<file path="src/design/rau_div.sv">
// rau_div: iterative truncating signed divider, one quotient bit per cycle.
// Depends on nothing; used by rational_arithmetic_unit.
`default_nettype none
module rau_div #(
  parameter int WORD_BITS = 32
) (
  input  wire logic                 clk,
  input  wire logic                 rst_n,
  input  wire logic                 start,
  input  wire logic [WORD_BITS-1:0] dividend,
  input  wire logic [WORD_BITS-1:0] divisor,
  output logic                      busy,
  output logic [WORD_BITS-1:0]      quot,
  output logic [WORD_BITS-1:0]      rem
);
  localparam int CW = $clog2(WORD_BITS + 1);
  logic [CW-1:0] cnt_r, cnt_nxt;
  logic busy_r, busy_nxt;
  logic [WORD_BITS-1:0] q_r, q_nxt, r_r, r_nxt, d_r, d_nxt;
  logic qneg_r, qneg_nxt, rneg_r, rneg_nxt;
  logic [WORD_BITS:0] trial;
  logic [WORD_BITS-1:0] ma, mb;

  always_comb begin
    ma = dividend[WORD_BITS-1] ? -dividend : dividend;
    mb = divisor[WORD_BITS-1] ? -divisor : divisor;
    trial = {r_r, q_r[WORD_BITS-1]} - {1'b0, d_r};
    busy_nxt = busy_r;
    cnt_nxt = cnt_r;
    q_nxt = q_r;
    r_nxt = r_r;
    d_nxt = d_r;
    qneg_nxt = qneg_r;
    rneg_nxt = rneg_r;
    if (start) begin
      busy_nxt = 1'b1;
      cnt_nxt = CW'(WORD_BITS);
      q_nxt = ma;
      r_nxt = '0;
      d_nxt = mb;
      qneg_nxt = dividend[WORD_BITS-1] ^ divisor[WORD_BITS-1];
      rneg_nxt = dividend[WORD_BITS-1];
    end else if (busy_r) begin
      if (!trial[WORD_BITS]) begin
        r_nxt = trial[WORD_BITS-1:0];
        q_nxt = {q_r[WORD_BITS-2:0], 1'b1};
      end else begin
        r_nxt = {r_r[WORD_BITS-2:0], q_r[WORD_BITS-1]};
        q_nxt = {q_r[WORD_BITS-2:0], 1'b0};
      end
      cnt_nxt = cnt_r - 1'b1;
      if (cnt_r == CW'(1)) busy_nxt = 1'b0;
    end
  end

  always_ff @(posedge clk) begin
    if (!rst_n) begin
      busy_r <= 1'b0;
      cnt_r <= '0;
    end else begin
      busy_r <= busy_nxt;
      cnt_r <= cnt_nxt;
    end
    q_r <= q_nxt;
    r_r <= r_nxt;
    d_r <= d_nxt;
    qneg_r <= qneg_nxt;
    rneg_r <= rneg_nxt;
  end

  assign busy = busy_r;
  assign quot = qneg_r ? -q_r : q_r;
  assign rem = rneg_r ? -r_r : r_r;
endmodule
`default_nettype wire

</file>
<file path="config.mk">
export PLATFORM = sky130hd
export DESIGN_NAME = rau_div
export DESIGN_NICKNAME = d
export VERILOG_FILES = /design/src/design/rau_div.sv
export SDC_FILE = /design/constraint.sdc
export NUM_CORES = 1
export LEC_CHECK = 0
export ABC_AREA = 0
export BUFFER_PORTS_ARGS = -buffer_cell sky130_fd_sc_hd__buf_2
export CORE_MARGIN = 2
export CORE_UTILIZATION = 50
export CTS_CLUSTER_DIAMETER = 200
export CTS_CLUSTER_SIZE = 12
export DETAILED_ROUTE_END_ITERATION = 10
export HOLD_SLACK_MARGIN = 0.15
export MAX_ROUTING_LAYER = met4
export PLACE_DENSITY_LB_ADDON = 0.1
export SYNTH_ARGS = -nofsm -noshare
export SYNTH_HDL_FRONTEND = slang
export SYNTH_SLANG_ARGS = --single-unit
</file>
<file path="constraint.sdc">
create_clock -name clk -period 9.6 [get_ports clk]
set_clock_uncertainty 0.15 [all_clocks]
set_input_delay 0 -clock clk [delete_from_list [all_inputs] [get_ports clk]]
set_output_delay 0 -clock clk [all_outputs]
set_load 0.02 [all_outputs]
</file>
Yosys cells after proc, flatten, opt, wreduce, memory -nomap -nowiden. Index checks and enable logic that the tools add are counted.

$add $sub $neg: 6. Multiplexer cells: 13. Eq/ne operators: 1. Reductions and logical operators: 2. Bitwise logic cells: 2.

Operators with widths (count): 2-to-1 mux 32 bit (6); negation 32 bit (4); subtractor 33 x 32 -> 33 bit (1); 2-to-1 mux 31 bit (1); 2-to-1 mux 6 bit (2); equality test 6 x 1 -> 1 bit (second input constant) (1); subtractor 6 x 1 -> 6 bit (second input constant) (1); 2-to-1 mux 1 bit (4); nonzero test 2 bit (1); OR reduction 2 bit (1); inverter 1 bit (1); XOR 1 bit (1).

Output and inout bits: 65. Bits in registers: 105. Logic and storage cells: 33.

Longest topological paths before layout.
Depth after elaboration: 4. Depth in mapped cells: 15. Gate-level depth less buffers: 12.

Least setup slack after synthesis. Ideal clock, no wire load.

Path type: register to register. Start point: register r_r[4]. End point: register r_r[31]. Clock period less this slack: 3.434 ns. Path buffers: 3. Slack: 6.166 ns. Arrival: 3.193 ns. Cell stages (with the launch flop): 14. Setup time: 0.091 ns. Cell sequence: dfxtp_1 -> ha_1 -> a21o_1 -> or3_1 -> o22ai_1 -> o21a_1 -> a211oi_2 -> or4_1 -> clkbuf_1 -> nand3_1 -> buf_2 -> buf_2 -> o2111ai_1 -> a311oi_1.

Cells in the longest elaborated chain, start to end: 2.

RTL lines: start, declared (RTL line 19) `logic [WORD_BITS-1:0] q_r, q_nxt, r_r, r_nxt, d_r, d_nxt;`; start signal, assigned (RTL line 65) `r_r <= r_nxt;`; subtractor 33 x 32 -> 33 bit (RTL line 27) `trial = {r_r, q_r[WORD_BITS-1]} - {1'b0, d_r};`; 2-to-1 mux 32 bit (RTL line 44) `if (!trial[WORD_BITS]) begin`.

No other way between the ends. A chain may end at the register's enable or synchronous reset.

Worst setup path in the final report.
Start point: register r_r[4]. End point: register r_r[0].

The elaborated chain is that of the path after synthesis.

==> summary.md <==
| Metric | Value |
|---|---|
| Part of the power in registers | a little over a third |
| CTS H-Tree Depth | 3 |
| Final setup TNS | 0 ps |
| Net Sw Power | 649 uW |
| Most frequent cells after synthesis | sky130_fd_sc_hd__xnor2_1, sky130_fd_sc_hd__nor2_1, sky130_fd_sc_hd__nand2_1 |
| Async set-or-reset flop fraction in the synthesized netlist | 0% |
| Post-cts repair resize count | 0 |
| Number of nets with antenna violations after routing | 0 |
| Number of enable flip-flop cells after synthesis | 66 |
| Share of the cycle needed by the critical path after routing | 49.7% |
| Worst hold margin | 249 ps |
| Count of buffers added by post-CTS timing repair for setup | 0 |
| Count of final setup violators | 0 |
| Data arrival time of the worst path | between 4000 and 5000 ps |
| First-pass GRT wire length | between 30000 and 40000 um |
| Overall die area | 0.0177 mm2 |
| Nets in the synthesized netlist | ~1100 |
| Met2 Routed Length | 9620 um |
| Critical path endpoint category | flip-flop |
| Fill cells | between 1000 and 1500 |
| Worst endpoint required time | 9730 ps |
| Clock root buffer | sky130_fd_sc_hd__clkbuf_16 |
| Fraction of layout instances using a drive strength above 1 | 14.2% |
| Total wire length | 21500 um |
| Number of global-route vias before repair | 7203 |
| TritonCTS clock tree | yes |
| Worst-case headroom to the max-slew limit | roughly 28% |
| Internal Power | 1.05 mW |
| Via count | 7748 |
| Min-delay src | divisor[0] |
| Combinational cell fraction of total power | between 40 and 50% |
| Path type of the worst min-delay path | input pin to flip-flop |
| I/O pin cnt | 132 |
| Launching element type of the critical path | flip-flop |
| Clock network fraction of total power | 23.3% |
| Timing startpoint of the critical path | r_r[4] |
| Effective utilization at floorplan | a little over 50% |
| DPL Wire Length | about 15000 um |
| Worst supply voltage drop on vdd | between 100 and 150 uV |
| Maximum number of pins on one net before global-route repair | between 70 and 80 |
| Largest area contributor in the synthesized netlist | sky130_fd_sc_hd__edfxtp_1 |
| Area of the mapped netlist | 0.00835 mm2 |
| Average wire per standard cell | 15.5 um |
| DRT iter0 DRCs | 497 |
| Length of routed met3 wiring | roughly 930 um |
| Clock buffers created by TritonCTS | 9 |
| Most instantiated flip-flop cell in the synthesis netlist | sky130_fd_sc_hd__edfxtp_1 |
| Number of nets in the finished design | 1274 |
| Wire length on met1 | 10600 um |
| Syn avg cell area | 8.70 um2 |
| Final worst path period need | roughly 4800 ps |
| Total power per unit cell area | 162 mW/mm2 |
| Area of the core | roughly 0.016 mm2 |
| Most instantiated library cell after synthesis | sky130_fd_sc_hd__xnor2_1 |
| Highest routing layer actually used | met4 |
| Total number of yosys warnings | 0 |
| Most area-consuming cells after synthesis | sky130_fd_sc_hd__edfxtp_1, sky130_fd_sc_hd__xnor2_1, sky130_fd_sc_hd__dfxtp_1 |
| Run status | finished clean |
| Total of flip-flops plus latches after synthesis | 105 |
| Die Ht | 133 um |
| Die span in x | between 100 and 150 um |
| Layout area overhead | 26.2% |
| F_max | between 0.2 and 0.25 GHz |
| Leakage power total | 4.26 nW |
| Gate Count Post-Synth | between 900 and 1000 |
| Final weighted congestion in routability-driven placement | between 0.9 and 1 |
| Clock sinks | between 100 and 150 |
| RSZ-0062 raised after global routing | no |
| Antenna Diode Count | 0 |
| FF-to-FF Start | r_r[4] |
| Final hold vios | 0 |
| Length of the first detailed-routing pass in iterations | 5 |
| Proportion of total power due to net switching | 38.1% |
| DRC violations left | 0 |
| Antenna violations before repair | 0 |
| Fraction of post-synthesis cell area in the top cell type by area | 23.7% |
| Sequential cell area fraction in the yosys report | 33.1% |
| Number of distinct library cell variants in the gate-level netlist after synthesis | 60 |
| Input/output buffers | 131 |
| Maximum clock path buffer count | 2 |
| Reg clk slew, reported paths | approximately 80 ps |
| All-layer global routing usage | 25.3% |
| Ratio of routed vias to standard cells | 5.56 |
| Count of pins over their slew limit | 0 |
| Classification of the worst setup path | flip-flop to flip-flop |
| Clock Latency Late Sink | 370 ps |
| Total power of the final layout | 1.70 mW |
| Number of rows created at floorplan | 47 |
| Crit Path Max Fanout | 36 |
| Max Cap Violations | 0 |
| Transition time at the pin with the least slew margin | 1080 ps |
| Remaining Overflow, GRT | 0 |
==> per-layer routing <==
layer | up-vias | track usage (%)
li1 | 3930 | -
met1 | 3595 | 35.4
met2 | 198 | 38.9
met3 | 25 | 3.01
met4 | 0 | 7.03
met5 | - | -
==> worst max-delay path: stages (launching register included) <==
cell	delay [ps]
sky130_fd_sc_hd__dfxtp_1	360
sky130_fd_sc_hd__ha_1	380
sky130_fd_sc_hd__a21o_1	220
sky130_fd_sc_hd__or3_1	310
sky130_fd_sc_hd__o22ai_1	360
sky130_fd_sc_hd__o21a_1	280
sky130_fd_sc_hd__a211oi_2	140
sky130_fd_sc_hd__o31ai_1	640
sky130_fd_sc_hd__nand3_2	990
sky130_fd_sc_hd__mux2_2	600
sky130_fd_sc_hd__a211oi_1	220
==> flip-flops by register name, indices dropped and copies added (netlist names) <==
| signal | flops |
|---|---|
| d_r | 32 |
| q_r | 32 |
| r_r | 32 |
| cnt_r | 6 |
| busy | 1 |
| qneg_r | 1 |
| rneg_r | 1 |
==> metrics by stage <==
stage / worst slack [ps] / instances / utilization [%] / instance area [um2]
finish: 4830 / 1393 / 64.0 / 10500
CTS: 4910 / 1393 / 64.0 / 10500
detailed placement: 4940 / 1268 / 55.4 / 9120
floorplan: 6170 / 959 / - / 8350
global route: 4480 / 1393 / 64.0 / 10500
global placement: 5080 / 1268 / 55.4 / 9120
==> logic make-up after synthesis <==
kind of cell	Yosys count	synth area share (%)
AOI/OAI and AO/OA	256	20.4
xor gates and xnor gates	146	15.3
adders and majority gates	39	5.94
buffers and inverters	96	4.53
DFF	105	33.1
muxes	28	3.42
and+or+nand+nor	289	17.3
==> power groups by stage <==
stage	clock network (mW)	logic (mW)	registers [mW]
2_1_floorplan	0	0.496	0.586
3_3_place_gp	0	0.651	0.609
3_5_place_dp	0	0.654	0.611
4_1_cts	0.406	0.701	0.601
5_1_grt	0.422	0.775	0.611
6_report	0.397	0.705	0.602
==> cell type report <==
class                      instances  area, um2  share of cell area (%)
clock inverter                     7       91.3                   0.867
timing repair buffer             243       1770                    16.8
inverter                          51        191                    1.82
multi-input combinational        758       5210                    49.5
tap                              220        275                    2.61
sequential                       105       2760                    26.2
clock buffer                       9        225                    2.14
==> placed cells by master (no fill, tap or decap), types with 7 or more instances in the layout <==
cell type and n:
sky130_fd_sc_hd__xnor2_1 107, sky130_fd_sc_hd__clkbuf_16 9, sky130_fd_sc_hd__o21ai_0 50, sky130_fd_sc_hd__o41ai_1 19, sky130_fd_sc_hd__nor2_1 87, sky130_fd_sc_hd__nand4_1 7, sky130_fd_sc_hd__nand2_1 75, sky130_fd_sc_hd__buf_2 130
sky130_fd_sc_hd__edfxtp_1 66, sky130_fd_sc_hd__nand2b_1 13, sky130_fd_sc_hd__o31ai_1 40, sky130_fd_sc_hd__a21oi_1 57, sky130_fd_sc_hd__nor3_1 13, sky130_fd_sc_hd__nor2b_1 8, sky130_fd_sc_hd__nand3_1 12, sky130_fd_sc_hd__ha_1 38
sky130_fd_sc_hd__or4_1 21, sky130_fd_sc_hd__or3_1 19, sky130_fd_sc_hd__nor4_1 10, sky130_fd_sc_hd__inv_1 50, sky130_fd_sc_hd__a21o_1 19, sky130_fd_sc_hd__a211oi_1 26, sky130_fd_sc_hd__dlygate4sd3_1 109, sky130_fd_sc_hd__xor2_1 39
sky130_fd_sc_hd__mux2i_1 24, sky130_fd_sc_hd__a31oi_1 7, sky130_fd_sc_hd__dfxtp_1 38
==> final timing paths <==
check | end | slack, ps | cells after the start
worst max register to register | r_r[0] | 4830 | 10
worst min-delay path | d_r[0] | 250 | 2
worst min register to register | cnt_r[0] | 340 | 2
worst max-delay path | r_r[0] | 4830 | 10
==> timing repair <==
action / in CTS / in global routing
hold buffers: 109 / 0
hold endpoints to repair: 86 / 0
setup endpoints to repair: 0 / 0
No activity file was read; power rests on OpenSTA's default activity.
